### src/hdl/edd_pkg.sv
// Shared types, constants and kernel tables of the error-diffusion dither core.
package edd_pkg;

  localparam int MAX_WIDTH  = 2048;
  localparam int MAX_HEIGHT = 2048;
  localparam int ROW_SLOTS  = 3;
  localparam int FRAC_BITS  = 16;
  localparam int FRAC_UP    = FRAC_BITS - 12;
  localparam int COL_W      = $clog2(MAX_WIDTH);
  localparam int SLOT_W     = $clog2(ROW_SLOTS);
  localparam int ADDR_W     = COL_W + SLOT_W;
  localparam int MEM_DEPTH  = ROW_SLOTS * MAX_WIDTH;
  localparam int ERR_W      = 20;
  localparam int TAP_IDX_W  = 4;
  localparam int NUM_TAPS   = 61;
  localparam int M_W        = 32;   // residual times strength
  localparam int N_W        = 35;   // times tap weight
  localparam int Q1_W       = 19;
  localparam int U_W        = 23;
  localparam int P_W        = 46;
  localparam int R_W        = 26;
  localparam int RECIP_SH   = 24;
  localparam int BIAS_SH    = 18;

  typedef enum logic [2:0] {
    REG_KERNEL   = 3'd0,
    REG_SERP     = 3'd1,
    REG_BITS     = 3'd2,
    REG_STRENGTH = 3'd3,
    REG_WIDTH    = 3'd4,
    REG_HEIGHT   = 3'd5
  } reg_e;

  typedef enum logic [1:0] {
    DIV_1  = 2'd0,
    DIV_3  = 2'd1,
    DIV_21 = 2'd2
  } div_e;

  typedef struct packed {
    logic [2:0]  kernel;
    logic        serp;
    logic [3:0]  bits;
    logic [15:0] strength;
    logic [11:0] width;
    logic [11:0] height;
  } cfg_t;

  typedef struct packed {
    logic                 load;
    logic                 rd_cur;
    logic                 sum;
    logic                 mul_str;
    logic                 tap_a;
    logic                 tap_b;
    logic                 tap_c;
    logic                 tap_d;
    logic                 wr_tap;
    logic                 push;
    logic                 clr_we;
    logic                 clr_all;
    logic [ADDR_W-1:0]    clr_cnt;
    logic [TAP_IDX_W-1:0] tap_idx;
  } cmd_t;

  typedef struct packed {
    logic tap_ok;
    logic tap_last;
    logic out_free;
    logic row_end;
    logic frame_end;
  } sts_t;

  typedef struct packed {
    logic signed [2:0] dx;
    logic [1:0]        dy;
    logic [3:0]        num;
  } tap_t;

  localparam tap_t TAP_TABLE [NUM_TAPS] = '{
    // Floyd-Steinberg
    '{3'sd1,2'd0,4'd7}, '{-3'sd1,2'd1,4'd3}, '{3'sd0,2'd1,4'd5}, '{3'sd1,2'd1,4'd1},
    // Jarvis-Judice-Ninke
    '{3'sd1,2'd0,4'd7}, '{3'sd2,2'd0,4'd5}, '{-3'sd2,2'd1,4'd3}, '{-3'sd1,2'd1,4'd5},
    '{3'sd0,2'd1,4'd7}, '{3'sd1,2'd1,4'd5}, '{3'sd2,2'd1,4'd3},
    '{-3'sd2,2'd2,4'd1}, '{-3'sd1,2'd2,4'd3}, '{3'sd0,2'd2,4'd5}, '{3'sd1,2'd2,4'd3},
    '{3'sd2,2'd2,4'd1},
    // Stucki
    '{3'sd1,2'd0,4'd8}, '{3'sd2,2'd0,4'd4}, '{-3'sd2,2'd1,4'd2}, '{-3'sd1,2'd1,4'd4},
    '{3'sd0,2'd1,4'd8}, '{3'sd1,2'd1,4'd4}, '{3'sd2,2'd1,4'd2},
    '{-3'sd2,2'd2,4'd1}, '{-3'sd1,2'd2,4'd2}, '{3'sd0,2'd2,4'd4}, '{3'sd1,2'd2,4'd2},
    '{3'sd2,2'd2,4'd1},
    // Atkinson
    '{3'sd1,2'd0,4'd1}, '{3'sd2,2'd0,4'd1}, '{-3'sd1,2'd1,4'd1}, '{3'sd0,2'd1,4'd1},
    '{3'sd1,2'd1,4'd1}, '{3'sd0,2'd2,4'd1},
    // Burkes
    '{3'sd1,2'd0,4'd8}, '{3'sd2,2'd0,4'd4}, '{-3'sd2,2'd1,4'd2}, '{-3'sd1,2'd1,4'd4},
    '{3'sd0,2'd1,4'd8}, '{3'sd1,2'd1,4'd4}, '{3'sd2,2'd1,4'd2},
    // Sierra
    '{3'sd1,2'd0,4'd5}, '{3'sd2,2'd0,4'd3}, '{-3'sd2,2'd1,4'd2}, '{-3'sd1,2'd1,4'd4},
    '{3'sd0,2'd1,4'd5}, '{3'sd1,2'd1,4'd4}, '{3'sd2,2'd1,4'd2},
    '{-3'sd1,2'd2,4'd2}, '{3'sd0,2'd2,4'd3}, '{3'sd1,2'd2,4'd2},
    // Sierra two-row
    '{3'sd1,2'd0,4'd4}, '{3'sd2,2'd0,4'd3}, '{-3'sd2,2'd1,4'd1}, '{-3'sd1,2'd1,4'd2},
    '{3'sd0,2'd1,4'd3}, '{3'sd1,2'd1,4'd2}, '{3'sd2,2'd1,4'd1},
    // Sierra Lite
    '{3'sd1,2'd0,4'd2}, '{-3'sd1,2'd1,4'd1}, '{3'sd0,2'd1,4'd1}
  };

  localparam logic [5:0] KERN_FIRST [8] = '{6'd0, 6'd4, 6'd16, 6'd28,
                                            6'd34, 6'd41, 6'd51, 6'd58};
  localparam logic [TAP_IDX_W-1:0] KERN_COUNT [8] = '{4'd4, 4'd12, 4'd12, 4'd6,
                                                      4'd7, 4'd10, 4'd7, 4'd3};
  // Denominator 32768*den split as c * 2^shift
  localparam logic [4:0] KERN_SHIFT [8] = '{5'd19, 5'd19, 5'd16, 5'd18,
                                            5'd20, 5'd20, 5'd19, 5'd17};
  localparam div_e KERN_DIV [8] = '{DIV_1, DIV_3, DIV_21, DIV_1,
                                    DIV_1, DIV_1, DIV_1, DIV_1};

  function automatic logic [4:0] div_const(div_e d);
    logic [4:0] c;
    unique case (d)
      DIV_3:   c = 5'd3;
      DIV_21:  c = 5'd21;
      default: c = 5'd1;
    endcase
    return c;
  endfunction

  // Reciprocal floor(2^24/c)+1, exact floor with one correction for u < 2^24
  function automatic logic [U_W-1:0] div_recip(div_e d);
    logic [U_W-1:0] m;
    unique case (d)
      DIV_3:   m = 23'd5592406;
      DIV_21:  m = 23'd798916;
      default: m = '0;
    endcase
    return m;
  endfunction

endpackage

### src/hdl/edd_regs.sv
// Configuration register bank behind the APB-style port.
module edd_regs import edd_pkg::*; (
  input  logic        clk_i,
  input  logic        rst_ni,
  input  logic        psel,
  input  logic        penable,
  input  logic        pwrite,
  input  logic [4:0]  paddr,
  input  logic [31:0] pwdata,
  output logic [31:0] prdata,
  output logic        pready,
  output cfg_t        cfg_o
);

  cfg_t cfg_q;
  logic wr;

  assign pready = 1'b1;
  assign wr     = psel & penable & pwrite;
  assign cfg_o  = cfg_q;

  always_ff @(posedge clk_i or negedge rst_ni) begin
    if (!rst_ni) begin
      cfg_q.kernel   <= 3'd0;
      cfg_q.serp     <= 1'b0;
      cfg_q.bits     <= 4'd8;
      cfg_q.strength <= 16'd32768;
      cfg_q.width    <= 12'd640;
      cfg_q.height   <= 12'd480;
    end else if (wr) begin
      unique case (paddr[4:2])
        REG_KERNEL:   cfg_q.kernel   <= pwdata[2:0];
        REG_SERP:     cfg_q.serp     <= pwdata[0];
        REG_BITS:     cfg_q.bits     <= pwdata[3:0];
        REG_STRENGTH: cfg_q.strength <= pwdata[15:0];
        REG_WIDTH:    cfg_q.width    <= pwdata[11:0];
        REG_HEIGHT:   cfg_q.height   <= pwdata[11:0];
        default: ;
      endcase
    end
  end

  always_comb begin
    unique case (paddr[4:2])
      REG_KERNEL:   prdata = {29'd0, cfg_q.kernel};
      REG_SERP:     prdata = {31'd0, cfg_q.serp};
      REG_BITS:     prdata = {28'd0, cfg_q.bits};
      REG_STRENGTH: prdata = {16'd0, cfg_q.strength};
      REG_WIDTH:    prdata = {20'd0, cfg_q.width};
      REG_HEIGHT:   prdata = {20'd0, cfg_q.height};
      default:      prdata = 32'd0;
    endcase
  end

endmodule

### config.mk
export PLATFORM = sky130hd
export DESIGN_NAME = edd_regs
export DESIGN_NICKNAME = d
export VERILOG_FILES = /design/src/hdl/edd_pkg.sv /design/src/hdl/edd_regs.sv
export SDC_FILE = /design/constraint.sdc
export NUM_CORES = 1
export LEC_CHECK = 0
export BUFFER_PORTS_ARGS = -buffer_cell sky130_fd_sc_hd__buf_2
export CAP_MARGIN = 30
export CORE_MARGIN = 1.5
export CORE_UTILIZATION = 35
export CTS_CLUSTER_SIZE = 20
export DETAILED_ROUTE_END_ITERATION = 8
export MAX_ROUTING_LAYER = met4
export PLACE_DENSITY = 0.62
export SETUP_SLACK_MARGIN = 0.02
export SYNTH_ARGS = -nofsm -noshare
export SYNTH_HDL_FRONTEND = slang
export SYNTH_SLANG_ARGS = --single-unit
### constraint.sdc
create_clock -name clk_i -period 3.2 [get_ports clk_i]
set_clock_uncertainty 0.15 [all_clocks]
set_input_delay 0.48 -clock clk_i [delete_from_list [all_inputs] [get_ports clk_i]]
set_output_delay 0.48 -clock clk_i [all_outputs]
set_load 0.03 [all_outputs]
==> out/metrics.csv, run 1 <==
metric,value,unit
startpoint types,input port,
Post-CTS Resized,0,
Post-synth EDFFs,0,
core area,6422,um2
xor-xnor portion of the synthesized cell area,0,%
Tot GR Track Use,15.60,%
RSZ-0062 raised after global routing,false,
"Slowest-stage cell, CP",mux2_2,
Period minus WS final,2.496,ns
maximum vdd drop,0.3604,mV
"area leader, netlist",dfrtp_1,
initial antenna violation count,0,
global route hottest layer,met2,
# port buffers,87,
nets,316,
Final Non-Filler Cells,352,
DP HPWL,3954,um
vias in the first global route,1630,
sequential share of power,44.5,%
global route overflow,0,
Leak,1.540,nW
Clock Root Buffer,clkbuf_8,
Final Routed Wirelength,5327,um
largest net degree at the start of global routing,29,
"CTS clk-pin slew, worst paths",0.09,ns
CTS Buf Count,5,
max FFs per register,48,
Synth top area share,42.60,%
CP Cell Sequence,"buf_2, buf_4, mux2_2, o311a_1, buf_2",
Synth cell types,26,
GR Util met3,2.140,%
Pint,1.125,mW
Die H,84.94,um
Max Clock Freq,0.4006,GHz
worst hold-check path type,in2reg,
drt wl/cell,15.13,um
#FFs+latches synth,48,
Avg Inst Size Synth,12.84,um2
Synth async-reset ratio,100.0,%
Initial Util,36.59,%
Longest Clk Path Bufs,2,
Top delay family on crit path,buffers and inverters,
"slowest stage delay, CP",0.36,ns
IO Pins,123,
area fraction in compound gates after synthesis,3.887,%
CTS tree,done,
Gate power share,35.4,%
Synth Area in Simple Gates,7.082,%
"Hold Violations, Final",0,
met2 Use GR,24.95,%
1st-pass router iterations,6,
Final Max Slew Viols,0,
Post-Place Cells,343,
Fillers,625,
Setup CP Type,in2out,
Iter 0 DRT Violations,53,
Worst path most repeated cell,buf_2,
violated checks,design-rule violations,
Die X,84.94,um
# rows,29,
P&R area growth vs syn,24.60,%
period utilization,78.00,%
RePlAce Congestion,0.7045,
switching share of total power,39.16,%
clock network power share,20.1,%
Area contributors post-synth,"dfrtp_1, mux2_1, dfstp_2",
DR vias/cell,4.741,
synthesized-area fraction occupied by adder cells,0,%
most common cell in the netlist,dfrtp_1,
"Setup Fix Bufs, Post-CTS",0,
switching power,724.5,uW
Syn Inst Count,183,
register area share after synthesis,51.54,%
Skew-Pair Late Insertion Delay,0.29,ns
routed vias,1669,
ANT cells,0,
crit-path max FO,13,
Worst slew margin,62.11,%
first-pass GRT wire length,8514,um
CP Capture Type,primary output,
Buf/Inv on CP,3,
DRC,19,
total die area,7214,um2
met1 GRT Util,20.83,%
largest family of logic cells by synthesized area,multiplexers,
critical path arrival,1.87,ns
final setup fails,0,
most frequent cells after synthesis,"dfrtp_1, mux2_1, buf_4",
pwr dens,631.9,nW/um2
CP required,2.57,ns
H-tree depth,2,
Ys Warns,0,
Worst Tran Pin Value,0.5670,ns
Main synth FF type,dfrtp_1,
status,finished with violations,
CTS hold repair buffers,1,
# clock sinks,48,
multiplexer area fraction after synthesis,29.45,%
Netlist Area Pre-Place,2350,um2
Max-Cap Viols,0,
Routed Antenna Nets,0,
final setup TNS,0,ns
layout cell share with drive strength beyond 1,46.55,%
worst paths after layout:
check | depth (start not counted) | startpoint | endpoint | slack, ns
worst max-delay path | 5 | paddr[2] | prdata[0] | 0.70
worst max register to register | 1 | cfg_o[45]$_DFFE_PN0P_ | cfg_o[45]$_DFFE_PN0P_ | 2.24
worst min register to register | 1 | cfg_o[36]$_DFFE_PN0P_ | cfg_o[36]$_DFFE_PN0P_ | 0.36
max in group asynchronous | 3 | rst_ni | cfg_o[39]$_DFFE_PN1P_ | 1.79
worst min-delay path | 2 | pwdata[12] | cfg_o[36]$_DFFE_PN0P_ | 0.24
min in group asynchronous | 2 | rst_ni | cfg_o[10]$_DFFE_PN0P_ | 0.53
power groups by stage:
stage	combinational, mW	clock (mW)	sequential (mW)
2_1_floorplan	0.229	0	1.07
6_report	0.655	0.372	0.824
3_3_place_gp	0.650	0	0.831
4_1_cts	0.662	0.391	0.825
3_5_place_dp	0.660	0	0.836
5_1_grt	0.695	0.407	0.844
kinds of logic after synthesis:
group | count (synthesis)
and+or+nand+nor | 29
AOI/OAI and AO/OA | 15
DFF | 48
other | 2
muxes | 63
buffers and inverters | 26
per-stage QoR:
| step | hold slack, ns | utilization (%) | power [mW] | area (um2) | worst slack (ns) |
|---|---|---|---|---|---|
| 2_1_floorplan | 0.03441 | - | 1.295 | 2406 | 0.8937 |
| 3_3_place_gp | 0.3338 | 43.62 | 1.481 | 2801 | 0.7046 |
| 3_5_place_dp | 0.3256 | 43.93 | 1.496 | 2821 | 0.6794 |
| 4_1_cts | 0.2305 | 45.59 | 1.877 | 2928 | 0.6818 |
| 5_1_grt | 0.2341 | 45.59 | 1.946 | 2928 | 0.6340 |
| 6_report | 0.2433 | 45.59 | 1.850 | 2928 | 0.7041 |
placed cells by master (no fill, tap or decap), types with 2 or more instances in the layout:
cell      instances
buf_2            87
dfrtp_1          40
mux2_1           33
conb_1           17
mux2_2           16
mux2i_1          14
nand2_1          11
o21ai_0           9
dfstp_2           8
clkbuf_8          6
buf_4             6
and2_1            4
nor3b_1           3
nor2_1            3
a31oi_1           2
o221ai_1          2
cell type report:
| class | instances | area (um2) | share of cell area [%] |
|---|---|---|---|
| clock inverters | 2 | 13.76 | 0.4701 |
| flip-flops and latches | 48 | 1211 | 41.37 |
| multi-input cells | 124 | 1013 | 34.62 |
| repair buffers | 95 | 510.5 | 17.44 |
| well taps | 77 | 96.34 | 3.291 |
| clock buffers | 6 | 82.58 | 2.821 |
layer usage:
layer / wire length [um] / vias to the layer above / share of wire, %
li1: - / 795 / -
met1: 2471 / 802 / 46
met2: 2526 / 68 / 47
met3: 277 / 4 / 5.2
met4: 51 / 0 / 0.96
met5: 0 / - / 0
No activity file was read; power rests on OpenSTA's default activity.
==> run 2, diff against run 1 <==
Clock period 3.2 ns to 2.4 ns, I/O delays scaled along.
==> out/metrics.csv, run 2 (same netlist as run 1, synthesis figures left out) <==
metric,value,unit,change
final setup fails,0,,unchanged
max FFs per register,48,,unchanged
first-pass GRT wire length,8590,um,+0.89%
Clock Root Buffer,clkbuf_8,,
"Slowest-stage cell, CP",nand2b_1,,
Worst Tran Pin Value,0.5474,ns,-0.01958 ns
Post-Route Utilization,46.91,%,+1.3 points
DR vias/cell,4.749,,+0.16%
"CTS clk-pin slew, worst paths",0.08,ns,about the same
maximum vdd drop,0.3863,mV,+7.2%
Max-Cap Viols,0,,unchanged
Post-Place Cells,346,,+0.87%
startpoint types,input port,,
crit-path max FO,12,,-1
global route overflow,0,,unchanged
# clock sinks,48,,unchanged
R2R depth,1,,unchanged
design area,3013,um2,+2.9%
drt wl/cell,14.92,um,-1.4%
worst flop-to-flop path startpoint,cfg_o[13]$_DFFE_PN0P_,,
final hold slack,0.1283,ns,-0.1151 ns
r2r setup slk,1.44,ns,-0.80 ns
Setup CP Type,in2out,,
IO Pins,123,,unchanged
"Setup Fix Bufs, Post-CTS",0,,unchanged
"Hold Violations, Final",0,,unchanged
DP Area,2844,um2,+0.80%
# rows,29,,unchanged
H-tree depth,2,,unchanged
core area,6422,um2,unchanged
initial antenna violation count,0,,unchanged
DP HPWL,3830,um,-3.1%
Initial Util,36.59,%,unchanged
Final Max Slew Viols,0,,unchanged
largest net degree at the start of global routing,49,,+69%
last element of the critical path,prdata[4],,
Final Non-Filler Cells,355,,+0.85%
Routed Antenna Nets,0,,unchanged
area of the multi-input gates,1013,um2,unchanged
1st-pass router iterations,6,,unchanged
period utilization,82.10,%,
Final Routed Wirelength,5296,um,-0.58%
CTS Buf Count,5,,unchanged
critical path arrival,1.46,ns,-0.41 ns
Iter 0 DRT Violations,71,,+34%
Period minus WS final,1.970,ns,
final setup TNS,0,ns,unchanged
Leak,1.583,nW,+2.8%
DRC,20,,+1
Longest Clk Path Bufs,2,,unchanged
routed vias,1686,,+1.0%
Fillers,593,,-5.1%
pwr dens,914.1,nW/um2,+45%
total die area,7214,um2,unchanged
r2r endpoint,cfg_o[13]$_DFFE_PN0P_,,
# port buffers,87,,unchanged
CP Cell Sequence,"buf_2, nand2b_1, buf_4, o21ai_0, buf_2",,
ANT cells,0,,unchanged
P&R area growth vs syn,28.22,%,
status,finished with violations,,
CP Capture Type,primary output,,
Skew-Pair Late Insertion Delay,0.28,ns,about the same
Die X,84.94,um,unchanged
CP required,1.89,ns,-0.68 ns
Max Clock Freq,0.5075,GHz,
Worst path most repeated cell,buf_2,,
vias in the first global route,1686,,+3.4%
layout cell share with drive strength beyond 1,47.12,%,+0.58 points
CTS tree,done,,
nets,319,,+0.95%
worst hold-check path type,in2reg,,
"slowest stage delay, CP",0.28,ns,-0.08 ns
"commonest non-fill, non-tap cell in the layout",buf_2,,
Crit. Startpoint,paddr[3],,
Die H,84.94,um,unchanged
Worst slew margin,63.42,%,+1.3 points
RSZ-0062 raised after global routing,false,,
Hold Path Depth,2,,unchanged
FF/Latch Area,1211,um2,unchanged
violated checks,design-rule violations,,
RePlAce Congestion,0.6891,,-2.2%
most frequent cells in the layout,"buf_2, dfrtp_1, mux2_1",,
Tot GR Track Use,15.76,%,+0.16 points
run 2: stage by stage:
| step | total power [mW] | worst slack, ns |
|---|---|---|
| detailed placement | 1.996 | 0.4171 |
| global route | 2.905 | 0.3725 |
| global placement | 1.981 | 0.4630 |
| CTS | 2.792 | 0.4325 |
| finish | 2.754 | 0.4296 |
| floorplan | 1.727 | 0.3337 |
run 2: worst min path at each step:
stage,to,slack [ns],start
2_1_floorplan,cfg_o[0]$_DFFE_PN0P_,-0.09,rst_ni
3_3_place_gp,cfg_o[32]$_DFFE_PN0P_,0.21,rst_ni
3_5_place_dp,cfg_o[10]$_DFFE_PN0P_,0.22,rst_ni
4_1_cts,cfg_o[37]$_DFFE_PN0P_,0.12,pwdata[13]
5_1_grt,cfg_o[39]$_DFFE_PN1P_,0.12,pwdata[15]
6_report,cfg_o[37]$_DFFE_PN0P_,0.13,pwdata[13]
run 2: per-layer routing:
| layer | global-route usage (%) | vias to the layer above | part of all wire, % |
|---|---|---|---|
| met5 | - | - | 0 |
| met3 | 3.016 | 5 | 5.5 |
| met4 | 4.471 | 0 | 0.96 |
| li1 | - | 799 | - |
| met1 | 20.19 | 809 | 45 |
| met2 | 25.60 | 73 | 48 |
run 2: worst max-delay path, delay by kind of cell:
kind / cells / cell delay [ns]
compound gates: 1 / 0.18
buf+inv: 3 / 0.64
simple gates: 1 / 0.28
run 2: what timing repair did:
item / 4_1_cts / 5_1_grt
hold buffers: 1 / 0
resized for setup: 0 / 0
endpoints found under the hold margin: 40 / 0
run 2: layout make-up:
type	count	share of cell area [%]
tap	77	3.198
multi-input combinational	124	33.64
clock inverter	3	2.990
sequential	48	40.20
timing repair buffer	98	17.69
clock buffer	5	2.284
run 2: power breakdown:
| group | switching, mW | internal (mW) |
|---|---|---|
| Sequential | 0.109 | 0.986 |
| Combinational | 0.596 | 0.281 |
| Clock | 0.261 | 0.521 |
