==> src/hdl/edd_pkg.sv <==
// Shared types, constants and kernel tables of the error-diffusion dither core.
package edd_pkg;

  localparam int MAX_WIDTH  = 2048;
  localparam int MAX_HEIGHT = 2048;
  localparam int ROW_SLOTS  = 3;
  localparam int FRAC_BITS  = 16;
  localparam int FRAC_UP    = FRAC_BITS - 12;
  localparam int COL_W      = $clog2(MAX_WIDTH);
  localparam int SLOT_W     = $clog2(ROW_SLOTS);
  localparam int ADDR_W     = COL_W + SLOT_W;
  localparam int MEM_DEPTH  = ROW_SLOTS * MAX_WIDTH;
  localparam int ERR_W      = 20;
  localparam int TAP_IDX_W  = 4;
  localparam int NUM_TAPS   = 61;
  localparam int M_W        = 32;   // residual times strength
  localparam int N_W        = 35;   // times tap weight
  localparam int Q1_W       = 19;
  localparam int U_W        = 23;
  localparam int P_W        = 46;
  localparam int R_W        = 26;
  localparam int RECIP_SH   = 24;
  localparam int BIAS_SH    = 18;

  typedef enum logic [2:0] {
    REG_KERNEL   = 3'd0,
    REG_SERP     = 3'd1,
    REG_BITS     = 3'd2,
    REG_STRENGTH = 3'd3,
    REG_WIDTH    = 3'd4,
    REG_HEIGHT   = 3'd5
  } reg_e;

  typedef enum logic [1:0] {
    DIV_1  = 2'd0,
    DIV_3  = 2'd1,
    DIV_21 = 2'd2
  } div_e;

  typedef struct packed {
    logic [2:0]  kernel;
    logic        serp;
    logic [3:0]  bits;
    logic [15:0] strength;
    logic [11:0] width;
    logic [11:0] height;
  } cfg_t;

  typedef struct packed {
    logic                 load;
    logic                 rd_cur;
    logic                 sum;
    logic                 mul_str;
    logic                 tap_a;
    logic                 tap_b;
    logic                 tap_c;
    logic                 tap_d;
    logic                 wr_tap;
    logic                 push;
    logic                 clr_we;
    logic                 clr_all;
    logic [ADDR_W-1:0]    clr_cnt;
    logic [TAP_IDX_W-1:0] tap_idx;
  } cmd_t;

  typedef struct packed {
    logic tap_ok;
    logic tap_last;
    logic out_free;
    logic row_end;
    logic frame_end;
  } sts_t;

  typedef struct packed {
    logic signed [2:0] dx;
    logic [1:0]        dy;
    logic [3:0]        num;
  } tap_t;

  localparam tap_t TAP_TABLE [NUM_TAPS] = '{
    // Floyd-Steinberg
    '{3'sd1,2'd0,4'd7}, '{-3'sd1,2'd1,4'd3}, '{3'sd0,2'd1,4'd5}, '{3'sd1,2'd1,4'd1},
    // Jarvis-Judice-Ninke
    '{3'sd1,2'd0,4'd7}, '{3'sd2,2'd0,4'd5}, '{-3'sd2,2'd1,4'd3}, '{-3'sd1,2'd1,4'd5},
    '{3'sd0,2'd1,4'd7}, '{3'sd1,2'd1,4'd5}, '{3'sd2,2'd1,4'd3},
    '{-3'sd2,2'd2,4'd1}, '{-3'sd1,2'd2,4'd3}, '{3'sd0,2'd2,4'd5}, '{3'sd1,2'd2,4'd3},
    '{3'sd2,2'd2,4'd1},
    // Stucki
    '{3'sd1,2'd0,4'd8}, '{3'sd2,2'd0,4'd4}, '{-3'sd2,2'd1,4'd2}, '{-3'sd1,2'd1,4'd4},
    '{3'sd0,2'd1,4'd8}, '{3'sd1,2'd1,4'd4}, '{3'sd2,2'd1,4'd2},
    '{-3'sd2,2'd2,4'd1}, '{-3'sd1,2'd2,4'd2}, '{3'sd0,2'd2,4'd4}, '{3'sd1,2'd2,4'd2},
    '{3'sd2,2'd2,4'd1},
    // Atkinson
    '{3'sd1,2'd0,4'd1}, '{3'sd2,2'd0,4'd1}, '{-3'sd1,2'd1,4'd1}, '{3'sd0,2'd1,4'd1},
    '{3'sd1,2'd1,4'd1}, '{3'sd0,2'd2,4'd1},
    // Burkes
    '{3'sd1,2'd0,4'd8}, '{3'sd2,2'd0,4'd4}, '{-3'sd2,2'd1,4'd2}, '{-3'sd1,2'd1,4'd4},
    '{3'sd0,2'd1,4'd8}, '{3'sd1,2'd1,4'd4}, '{3'sd2,2'd1,4'd2},
    // Sierra
    '{3'sd1,2'd0,4'd5}, '{3'sd2,2'd0,4'd3}, '{-3'sd2,2'd1,4'd2}, '{-3'sd1,2'd1,4'd4},
    '{3'sd0,2'd1,4'd5}, '{3'sd1,2'd1,4'd4}, '{3'sd2,2'd1,4'd2},
    '{-3'sd1,2'd2,4'd2}, '{3'sd0,2'd2,4'd3}, '{3'sd1,2'd2,4'd2},
    // Sierra two-row
    '{3'sd1,2'd0,4'd4}, '{3'sd2,2'd0,4'd3}, '{-3'sd2,2'd1,4'd1}, '{-3'sd1,2'd1,4'd2},
    '{3'sd0,2'd1,4'd3}, '{3'sd1,2'd1,4'd2}, '{3'sd2,2'd1,4'd1},
    // Sierra Lite
    '{3'sd1,2'd0,4'd2}, '{-3'sd1,2'd1,4'd1}, '{3'sd0,2'd1,4'd1}
  };

  localparam logic [5:0] KERN_FIRST [8] = '{6'd0, 6'd4, 6'd16, 6'd28,
                                            6'd34, 6'd41, 6'd51, 6'd58};
  localparam logic [TAP_IDX_W-1:0] KERN_COUNT [8] = '{4'd4, 4'd12, 4'd12, 4'd6,
                                                      4'd7, 4'd10, 4'd7, 4'd3};
  // Denominator 32768*den split as c * 2^shift
  localparam logic [4:0] KERN_SHIFT [8] = '{5'd19, 5'd19, 5'd16, 5'd18,
                                            5'd20, 5'd20, 5'd19, 5'd17};
  localparam div_e KERN_DIV [8] = '{DIV_1, DIV_3, DIV_21, DIV_1,
                                    DIV_1, DIV_1, DIV_1, DIV_1};

  function automatic logic [4:0] div_const(div_e d);
    logic [4:0] c;
    unique case (d)
      DIV_3:   c = 5'd3;
      DIV_21:  c = 5'd21;
      default: c = 5'd1;
    endcase
    return c;
  endfunction

  // Reciprocal floor(2^24/c)+1, exact floor with one correction for u < 2^24
  function automatic logic [U_W-1:0] div_recip(div_e d);
    logic [U_W-1:0] m;
    unique case (d)
      DIV_3:   m = 23'd5592406;
      DIV_21:  m = 23'd798916;
      default: m = '0;
    endcase
    return m;
  endfunction

endpackage

==> src/hdl/edd_ctrl.sv <==
// Sequencer: pixel steps, tap loop and error memory clearing sweeps.
module edd_ctrl import edd_pkg::*; (
  input  logic clk_i,
  input  logic rst_ni,
  input  logic s_tvalid,
  output logic s_tready,
  input  sts_t sts_i,
  output cmd_t cmd_o
);

  typedef enum logic [3:0] {
    S_CLEAR, S_IDLE, S_READ, S_SUM, S_STR,
    S_TAP0, S_TAP1, S_TAP2, S_TAP3, S_TAP4, S_DONE
  } state_e;

  state_e               state_q;
  logic [ADDR_W-1:0]    cnt_q;
  logic                 all_q;
  logic [TAP_IDX_W-1:0] idx_q;
  logic                 clr_last;

  assign s_tready = (state_q == S_IDLE);
  assign clr_last = all_q ? (cnt_q == ADDR_W'(MEM_DEPTH - 1))
                          : (cnt_q == ADDR_W'(MAX_WIDTH - 1));

  always_ff @(posedge clk_i or negedge rst_ni) begin
    if (!rst_ni) begin
      state_q <= S_CLEAR;
      cnt_q   <= '0;
      all_q   <= 1'b1;
      idx_q   <= '0;
    end else begin
      unique case (state_q)
        S_CLEAR: begin
          cnt_q <= cnt_q + 1'b1;
          if (clr_last) state_q <= S_IDLE;
        end
        S_IDLE: if (s_tvalid) state_q <= S_READ;
        S_READ: state_q <= S_SUM;
        S_SUM:  state_q <= S_STR;
        S_STR: begin
          idx_q   <= '0;
          state_q <= S_TAP0;
        end
        S_TAP0: begin
          if (sts_i.tap_ok) begin
            state_q <= S_TAP1;
          end else if (sts_i.tap_last) begin
            state_q <= S_DONE;
          end else begin
            idx_q <= idx_q + 1'b1;
          end
        end
        S_TAP1: state_q <= S_TAP2;
        S_TAP2: state_q <= S_TAP3;
        S_TAP3: state_q <= S_TAP4;
        S_TAP4: begin
          idx_q   <= idx_q + 1'b1;
          state_q <= sts_i.tap_last ? S_DONE : S_TAP0;
        end
        S_DONE: begin
          if (sts_i.out_free) begin
            cnt_q <= '0;
            all_q <= sts_i.frame_end;
            state_q <= (sts_i.row_end || sts_i.frame_end) ? S_CLEAR : S_IDLE;
          end
        end
        default: state_q <= S_CLEAR;
      endcase
    end
  end

  always_comb begin
    cmd_o         = '0;
    cmd_o.clr_cnt = cnt_q;
    cmd_o.clr_all = all_q;
    cmd_o.tap_idx = idx_q;
    unique case (state_q)
      S_CLEAR: cmd_o.clr_we  = 1'b1;
      S_IDLE:  cmd_o.load    = s_tvalid;
      S_READ:  cmd_o.rd_cur  = 1'b1;
      S_SUM:   cmd_o.sum     = 1'b1;
      S_STR:   cmd_o.mul_str = 1'b1;
      S_TAP0:  cmd_o.tap_a   = sts_i.tap_ok;
      S_TAP1:  cmd_o.tap_b   = 1'b1;
      S_TAP2:  cmd_o.tap_c   = 1'b1;
      S_TAP3:  cmd_o.tap_d   = 1'b1;
      S_TAP4:  cmd_o.wr_tap  = 1'b1;
      S_DONE:  cmd_o.push    = sts_i.out_free;
      default: ;
    endcase
  end

  a_push_free : assert property (@(posedge clk_i) disable iff (!rst_ni)
    cmd_o.push |-> sts_i.out_free)
    else $error("result pushed into occupied output register");
  a_write_src : assert property (@(posedge clk_i) disable iff (!rst_ni)
    (cmd_o.clr_we || cmd_o.wr_tap) |-> !(cmd_o.clr_we && cmd_o.wr_tap) && !cmd_o.load)
    else $error("error memory write collides with another access");
  a_clear_after_end : assert property (@(posedge clk_i) disable iff (!rst_ni)
    (cmd_o.push && sts_i.row_end) |=> (state_q == S_CLEAR && cnt_q == '0))
    else $error("row end not followed by clearing sweep");
  a_tap_after_load : assert property (@(posedge clk_i) disable iff (!rst_ni)
    cmd_o.load |=> cmd_o.rd_cur ##1 cmd_o.sum ##1 cmd_o.mul_str)
    else $error("pixel sequence out of order");

endmodule

==> config.mk <==
export PLATFORM = sky130hd
export DESIGN_NAME = edd_ctrl
export DESIGN_NICKNAME = d
export VERILOG_FILES = /design/src/hdl/edd_pkg.sv /design/src/hdl/edd_ctrl.sv
export SDC_FILE = /design/constraint.sdc
export NUM_CORES = 1
export LEC_CHECK = 0
export BUFFER_PORTS_ARGS = -buffer_cell sky130_fd_sc_hd__buf_2
export CORE_UTILIZATION = 38
export CTS_CLUSTER_SIZE = 24
export DETAILED_ROUTE_END_ITERATION = 8
export HOLD_SLACK_MARGIN = 0.15
export SLEW_MARGIN = 20
export SYNTH_ARGS = -nofsm -noshare
export SYNTH_HDL_FRONTEND = slang
export SYNTH_SLANG_ARGS = --single-unit
==> constraint.sdc <==
create_clock -name clk_i -period 5 [get_ports clk_i]
set_clock_uncertainty 0.15 [all_clocks]
set_input_delay 0.25 -clock clk_i [delete_from_list [all_inputs] [get_ports clk_i]]
set_output_delay 0.25 -clock clk_i [all_outputs]
set_load 0.01 [all_outputs]
==> results.ini, run 1 <==
[finish]
areaGrowthSynthToFinish_pct = 20.1
fin_cells = 235
fillers = 349
antenna_cells = 0
multi_input_area_sq_um = 731
nets = 200
seq_area_sq_um = 552
final_cell_area_sq_um = 1630
drive_above_1_share = 0.254

[critical_path]
timing.rr.start = state_q[1]
cp-startpoint = state_q[1]
setup.worst_path.end = cnt_q[9]
crit_type = flop to flop
cp-end-kind = flop
r2r-end = cnt_q[9]
rrSetupSlack_ps = 2550
cp.required_ps = 5080
cp_max_fo = 16
start_kind = flop
crit_arrival_ps = 2530
rr_worst_depth = 5

[clocking]
cts_tree = built
cts_resized = 0
path_clk_slew_ps = 120
hold_buffers = 4
clockRootBuffer = clkbuf_4
postCtsSetupBuffers = 0
cts_buffers = 3
cts_max_level = 1
clock_path_buffers = 2
clk_latency_ps = 300
clock-sinks = 22

[yosys]
synthArstFlopShare = 1.00
synth.distinct_cells = 44
synth_seq_area_share = 0.408
yosys.area.top_type = dfrtp_1
synth_nets = 162
synth_area_sq_um = 1350
ys_seq_elements = 22
synth.most_common_cell = dfrtp_1
synth_area_leaders = dfrtp_1, a21oi_1, o31ai_1
yosysWarnings = 0
synth_edf_count = 0
synth_top_flop_cell = dfrtp_1
syn_inst = 152
syn_avg_cell_area_sq_um = 8.91
yosysTopAreaCellShare = 0.388
synth_common_cells = dfrtp_1, a21oi_1, nor2_1

[routing]
vias = 1274
drt-total-wl_microns = 3170
drtIter0Drc = 55
wl_per_cell_microns = 13.5
first_pass_iters = 4
detail-route-antenna-nets = 0
drc = 0
viasPerCell = 5.42

[floorplan]
start_util = 0.403
core-area_sq_um = 3360
fp.dieW_microns = 61.7
design.die.area_sq_um = 3810
die_h_microns = 61.7
io_pins = 38
rows = 21

[sta]
hold_viol_final = 0
finalCritPeriodShare = 0.491
holdWs_ps = 248
tightest_slew_ps = 602
setup_ws_ps = 2550
slew_headroom = 0.599
fin_tns_setup_ps = 0
rsz0062_at_grt = no
setup_viol_count_final = 0
post-route-min-period_ps = 2450
slew_viol_final = 0
fmax_mhz = 407

[pwr]
power.density_nw_per_um2 = 513
p_comb_frac = 0.497
p_int_mw = 0.447
power_frac_seq = 0.403
clockPowerShare = 0.099
ir_worst_vdd_mv = 0.312
p_sw_frac = 0.464
p_leak_nw = 0.753
p_sw_mw = 0.387

[grt]
antenna_found_initial = 0
grt.total_usage = 0.181
grt_pass1_wl_microns = 5070
grt_max_degree = 23
grt_pass1_vias = 1121
grt_overflow = 0

[place]
routabilityCongestion = 0.905
portBuffers = 37
hpwl_microns = 2350
pre_cts_slack_ps = 2590
place_inst = 227
placed_cell_area_sq_um = 1560

[run]
drv_cap = 0

[outcome]
status = finished clean

[hold_path]
hold_path.class = input port to flop

==> power groups by stage <==
stage | clock [mW] | combinational, mW | sequential [mW]
finish | 0.0829 | 0.415 | 0.336
global route | 0.0960 | 0.466 | 0.352
CTS | 0.0875 | 0.417 | 0.336
detailed placement | 0 | 0.412 | 0.340
global placement | 0 | 0.408 | 0.333
floorplan | 0 | 0.307 | 0.312
==> layer usage <==
layer | GRT usage | share of wire | vias to the layer above | wire [microns]
li1 | - | - | 632 | -
met1 | 0.247 | 0.49 | 601 | 1540
met2 | 0.280 | 0.46 | 35 | 1450
met3 | 0.0189 | 0.035 | 6 | 112
met4 | 0.0984 | 0.022 | 0 | 70
met5 | 0 | 0 | - | 0
==> sequential cells by signal (all words and copies together), names as in the netlist <==
register  cells
cnt_q        13
idx_q         4
state_q       4
all_q         1
==> cell usage in the layout, fill, tap and decap left out, types with 2 or more instances in the layout <==
cell           count
a21oi_1           13
a22o_1             4
buf_2             37
clkbuf_4           3
dfrtp_1           21
dlygate4sd3_1      4
ha_1               2
inv_1              6
mux2i_1            2
nand2_1           10
nand2b_1           8
nand3_1            6
nand4_1            2
nor2_1            11
nor3_1             7
o21ai_0            2
o21ai_1            4
o22ai_1            2
o31ai_1            7
o41ai_1            2
or2_2              3
or4_1              6
xnor2_1            4
xor2_1             2
==> critical path, stage by stage (launching register included) <==
cell,delay [ps]
dfrtp_1,560
or4_1,740
clkinv_4,120
a21oi_2,110
or4_1,540
a21oi_1,160
==> how the worst min path moves through the flow <==
stage | start | depth (start not counted) | endpoint
finish | sts_i[4] | 4 | state_q[3]
global route | sts_i[4] | 4 | state_q[3]
CTS | sts_i[4] | 4 | state_q[3]
detailed placement | rst_ni | 1 | cnt_q[6]
global placement | rst_ni | 1 | cnt_q[5]
floorplan | rst_ni | 0 | cnt_q[0]
==> kinds of logic (layout without fill, tap and decap cells) <==
family,after synthesis,in the layout,synth area share
and+or+nand+nor,62,62,0.253
AOI/OAI and AO/OA,40,40,0.198
DFF,22,22,0.408
buffers and inverters,16,53,0.0527
xor gates and xnor gates,6,6,0.0388
muxes,4,4,0.0314
adders and majority gates,2,2,0.0185
==> metrics by stage <==
step	total power [mW]	utilization
after floorplan	0.619	-
after global placement	0.741	0.464
after detailed placement	0.752	0.464
after CTS	0.841	0.484
after global routing	0.914	0.484
final	0.834	0.484
==> layout make-up <==
| cell class | instances | area share |
|---|---|---|
| Clock buffer | 4 | 0.0162 |
| Inverter | 8 | 0.0215 |
| Multi-Input combinational cell | 114 | 0.449 |
| Sequential cell | 22 | 0.339 |
| Tap cell | 46 | 0.0354 |
| Timing Repair Buffer | 41 | 0.138 |
Note: power is estimated with default switching activity, not from simulation.
==> run 2, diff against run 1 <==
==> constraint.sdc (replaced) <==
create_clock -name clk_i -period 2.1 [get_ports clk_i]
set_clock_uncertainty 0.15 [all_clocks]
set_input_delay 0.105 -clock clk_i [delete_from_list [all_inputs] [get_ports clk_i]]
set_output_delay 0.105 -clock clk_i [all_outputs]
set_load 0.01 [all_outputs]
==> run 2 against run 1 <==
Effect of this change: critical path depth unchanged; flip-flop and latch count unchanged; register-to-register slack got worse by 2500 ps; utilization increased by 4.7 points; fmax increased by 21%; hold slack got worse by 39 ps; highest routed layer unchanged.
==> results.ini, run 2 (synthesis results as in run 1) <==
[outcome]
status = finished clean

[sta]
fmax_mhz = 494
setup_ws_ps = 76.4
slew_headroom = 0.671
post-route-min-period_ps = 2020
hold_viol_final = 0
slew_viol_final = 0
tightest_slew_ps = 493
finalCritPeriodShare = 0.964
setup_viol_count_final = 0

[clocking]
clock-sinks = 22
cts_max_level = 1
cts_buffers = 3
clk_latency_ps = 320
clock_path_buffers = 2
path_clk_slew_ps = 130
cts_tree = built
clockRootBuffer = clkbuf_4

[finish]
layout_commonest_cell = buf_2
final_cell_mix = buf_2, dfrtp_1, nor2_1
largest_reg_flops = 13
nets = 213
top_regs = cnt_q (13), idx_q (4), state_q (4)
areaGrowthSynthToFinish_pct = 31.7
fillers = 354
largest-register = cnt_q
drive_above_1_share = 0.317
multi_input_area_sq_um = 753
antenna_cells = 0
seq_area_sq_um = 552

[floorplan]
rows = 21
start_util = 0.403
fp.dieW_microns = 61.7
die_h_microns = 61.7
design.die.area_sq_um = 3810
io_pins = 38
core-area_sq_um = 3360

[pwr]
ir_worst_vdd_mv = 0.604
p_total_mw = 2.27
p_leak_nw = 0.832
power.density_nw_per_um2 = 1270

[critical_path]
start_kind = flop
cp-end-kind = flop
crit_arrival_ps = 2130
cp.required_ps = 2210
cp_max_fo = 10
crit_type = flop to flop

[routing]
wl_per_cell_microns = 13.7
drt-total-wl_microns = 3400
first_pass_iters = 4
drtIter0Drc = 47
vias = 1332
drc = 0
detail-route-antenna-nets = 0
viasPerCell = 5.37

[place]
routabilityCongestion = 0.841
portBuffers = 37
pre_cts_slack_ps = 44.0
hpwl_microns = 2450

[run]
drv_cap = 0

[grt]
antenna_found_initial = 0
grt_overflow = 0
grt_pass1_wl_microns = 5550
grt_max_degree = 22
grt_pass1_vias = 1219
grt.total_usage = 0.201

[hold_path]
hold_path.class = input port to asynchronous set/reset pin

==> run 2: cell types whose count changed in the layout (fill, tap and decap cells not counted), sizes merged <==
cell	delta
clkbuf	-1
dlygate4sd3	+4
bufinv	+1
buf	+9
==> run 2: stage by stage <==
stage / instance area (sq um) / utilization / TNS [ps] / hold slack [ps] / cells
2_1_floorplan: 1350 / - / 0 / -341 / 152
3_3_place_gp: 1610 / 0.477 / 0 / -57.0 / 233
3_5_place_dp: 1610 / 0.477 / 0 / -46.3 / 233
4_1_cts: 1750 / 0.521 / 0 / 222 / 246
5_1_grt: 1780 / 0.530 / -6.70 / 252 / 248
6_report: 1780 / 0.530 / 0 / 209 / 248
==> run 2: worst max-delay path: stages (launching register included) <==
cell	delay, ps
dfrtp_1	400
or4_4	560
clkinv_4	80
a21oi_2	80
or4_1	540
a21oi_1	160
==> run 2: repair_timing <==
action	4_1_cts	5_1_grt
pin swaps	0	1
hold buffers	9	0
cloned	0	0
endpoints found under the setup margin	1	4
resized for setup	1	6
setup buffers	0	2
endpoints found under the hold margin	27	0
==> run 2: layout make-up <==
class | count | share of cell area
timing repair buffer | 54 | 0.185
clock buffer | 3 | 0.0126
multi-input combinational | 114 | 0.422
tap | 46 | 0.0323
inverter | 8 | 0.0211
sequential | 22 | 0.309
clock inverter | 1 | 0.0168
==> run 2: where the power goes <==
group          switching, mW  internal [mW]
clock                  0.136          0.193
sequential             0.134          0.562
combinational          0.694          0.553
==> run 2: final timing paths <==
path	cells past startpoint	from	endpoint	slack [ps]
max in group asynchronous	3	rst_ni	all_q	1090
min in group clk_i	5	s_tvalid	state_q[0]	260
setup / recovery	5	state_q[1]	cnt_q[9]	80
hold reg to reg	1	cnt_q[0]	cnt_q[0]	400
setup reg to reg	5	state_q[1]	cnt_q[9]	80
hold / removal	3	rst_ni	cnt_q[5]	210
==> run 2: layer usage <==
| metal | GRT usage | share of wire | vias up |
|---|---|---|---|
| li1 | - | - | 660 |
| met1 | 0.259 | 0.46 | 634 |
| met2 | 0.343 | 0.49 | 33 |
| met3 | 0.0189 | 0.029 | 5 |
| met4 | 0.0857 | 0.018 | 0 |
| met5 | 0 | 0 | - |
==> run 3, diff against run 2 <==
--- a/config.mk
+++ b/config.mk
@@ -10,6 +10,7 @@
 export CTS_CLUSTER_SIZE = 24
 export DETAILED_ROUTE_END_ITERATION = 8
 export HOLD_SLACK_MARGIN = 0.15
+export SETUP_SLACK_MARGIN = 0.3
 export SLEW_MARGIN = 20
 export SYNTH_ARGS = -nofsm -noshare
 export SYNTH_HDL_FRONTEND = slang
==> run 3 against run 2 <==
Effect of this change: first-iteration DRC count is 13% higher; count of clock-buffer cells in the layout grew 1; largest cell class unchanged; critical endpoint is now cnt_q[7]; utilization is 4.6 points higher; non-clock buffer count increased by 5; via count is 5.0% higher.
==> results.ini, run 3 (synthesis results as in run 1) <==
[grt]
grt_pass1_vias = 1173
grt.total_usage = 0.190
grt_pass1_wl_microns = 5340
grt_overflow = 0
antenna_found_initial = 0
grt_max_degree = 23

[pwr]
p_int_mw = 1.37
clockPowerShare = 0.095
power_frac_seq = 0.282
ir_worst_vdd_mv = 0.777
power.density_nw_per_um2 = 1270
p_sw_mw = 1.10
p_sw_frac = 0.444
p_leak_nw = 0.891
p_comb_frac = 0.623

[routing]
detail-route-antenna-nets = 0
vias = 1398
drc = 0
viasPerCell = 5.50
drt-total-wl_microns = 3640
wl_per_cell_microns = 14.3
first_pass_iters = 4
drtIter0Drc = 53

[sta]
tightest_slew_ps = 496
fmax_mhz = 520
fin_tns_setup_ps = 0
slew_headroom = 0.670
setup_viol_count_final = 0
slew_viol_final = 0
hold_viol_final = 0
post-route-min-period_ps = 1920
holdWs_ps = 112
finalCritPeriodShare = 0.915
rsz0062_at_grt = yes

[clocking]
cts_max_level = 1
clockRootBuffer = clkbuf_4
path_clk_slew_ps = 120
cts_tree = built
clk_latency_ps = 300
clock_path_buffers = 2
clock-sinks = 22
hold_buffers = 6
cts_buffers = 3

[critical_path]
crit_arrival_ps = 2020
cp.required_ps = 2190
cp-end-kind = flop
cp_max_fo = 5
start_kind = flop
crit_type = flop to flop

[place]
place_inst = 232
portBuffers = 37
routabilityCongestion = 0.880
hpwl_microns = 2300

[floorplan]
fp.dieW_microns = 61.7
io_pins = 38
rows = 21
core-area_sq_um = 3360
start_util = 0.403
die_h_microns = 61.7
design.die.area_sq_um = 3810

[finish]
top_regs = cnt_q (13), idx_q (4), state_q (4)
layout_commonest_cell = buf_2
largest_reg_flops = 13
areaGrowthSynthToFinish_pct = 43.1
largest-register = cnt_q
fin_util = 0.576
antenna_cells = 0
nets = 219
fin_cells = 254
drive_above_1_share = 0.418
final_cell_mix = buf_2, dfrtp_1, buf_4

[outcome]
status = finished clean

[run]
drv_cap = 0

[hold_path]
hold_path.class = input port to flop

## run 3: cell types whose count changed in the layout (fill, tap and decap cells not counted), moves of 2 or more
cell | previous run | this run
buf_2 | 38 | 36
buf_4 | 8 | 15
buf_6 | 0 | 2
dlygate4sd3_1 | 8 | 6
nand2b_1 | 8 | 6
nor3_1 | 7 | 4
nor3_4 | 0 | 2
o31ai_1 | 7 | 4
o31ai_2 | 0 | 3
or2_2 | 3 | 1
or2_4 | 0 | 2
## run 3: critical path, cell delays in order, from the launching register on
cell and delay [ps]:
dfrtp_1 400, or4_4 580, clkinv_8 80, a21oi_4 40, or4_4 480, a21oi_2 130
## run 3: cell type report
cell class / instances / area [sq um]
Tap cell: 46 / 57.6
Multi-Input combinational cell: 115 / 871
Timing Repair Buffer: 59 / 375
Fill cell: 321 / 1430
Clock buffer: 4 / 36.3
Inverter: 8 / 45.0
Sequential cell: 22 / 552
## run 3: worst paths after layout
path | start | endpoint | slack [ps] | cells past startpoint
worst max register to register | state_q[3] | cnt_q[7] | 180 | 5
max in group asynchronous | rst_ni | all_q | 770 | 3
worst max-delay path | state_q[3] | cnt_q[7] | 180 | 5
worst min-delay path | sts_i[2] | all_q | 110 | 3
worst min register to register | idx_q[1] | idx_q[1] | 430 | 1
min in group asynchronous | rst_ni | idx_q[2] | 680 | 3
## run 3: per-layer routing
layer / share of wire / wire [microns] / GRT usage / vias to the layer above
li1: - / - / - / 670
met1: 0.45 / 1650 / 0.248 / 667
met2: 0.49 / 1770 / 0.310 / 51
met3: 0.045 / 162 / 0.0399 / 10
met4: 0.016 / 57 / 0.0698 / 0
met5: 0 / 0 / 0 / -
## run 3: what timing repair did
item / 4_1_cts / 5_1_grt
hold endpoints to repair: 28 / 3
gates resized for setup: 10 / 20
setup buffers: 9 / 2
pin swaps: 4 / 6
cloned: 1 / 0
setup endpoints to repair: 14 / 17
## run 3: per-stage QoR
stage / setup WS [ps] / total power, mW / instance area [sq um]
final: 179 / 2.47 / 1940
after CTS: 169 / 2.33 / 1830
after detailed placement: 66.4 / 1.87 / 1620
after global routing: 122 / 2.65 / 1940
after floorplan: 135 / 1.53 / 1390
after global placement: 102 / 1.86 / 1620
## run 3: power groups by stage
stage	sequential, mW	combinational, mW	clock (mW)
2_1_floorplan	0.744	0.789	0
3_3_place_gp	0.690	1.17	0
3_5_place_dp	0.703	1.17	0
4_1_cts	0.684	1.40	0.243
5_1_grt	0.708	1.69	0.257
6_report	0.695	1.54	0.235
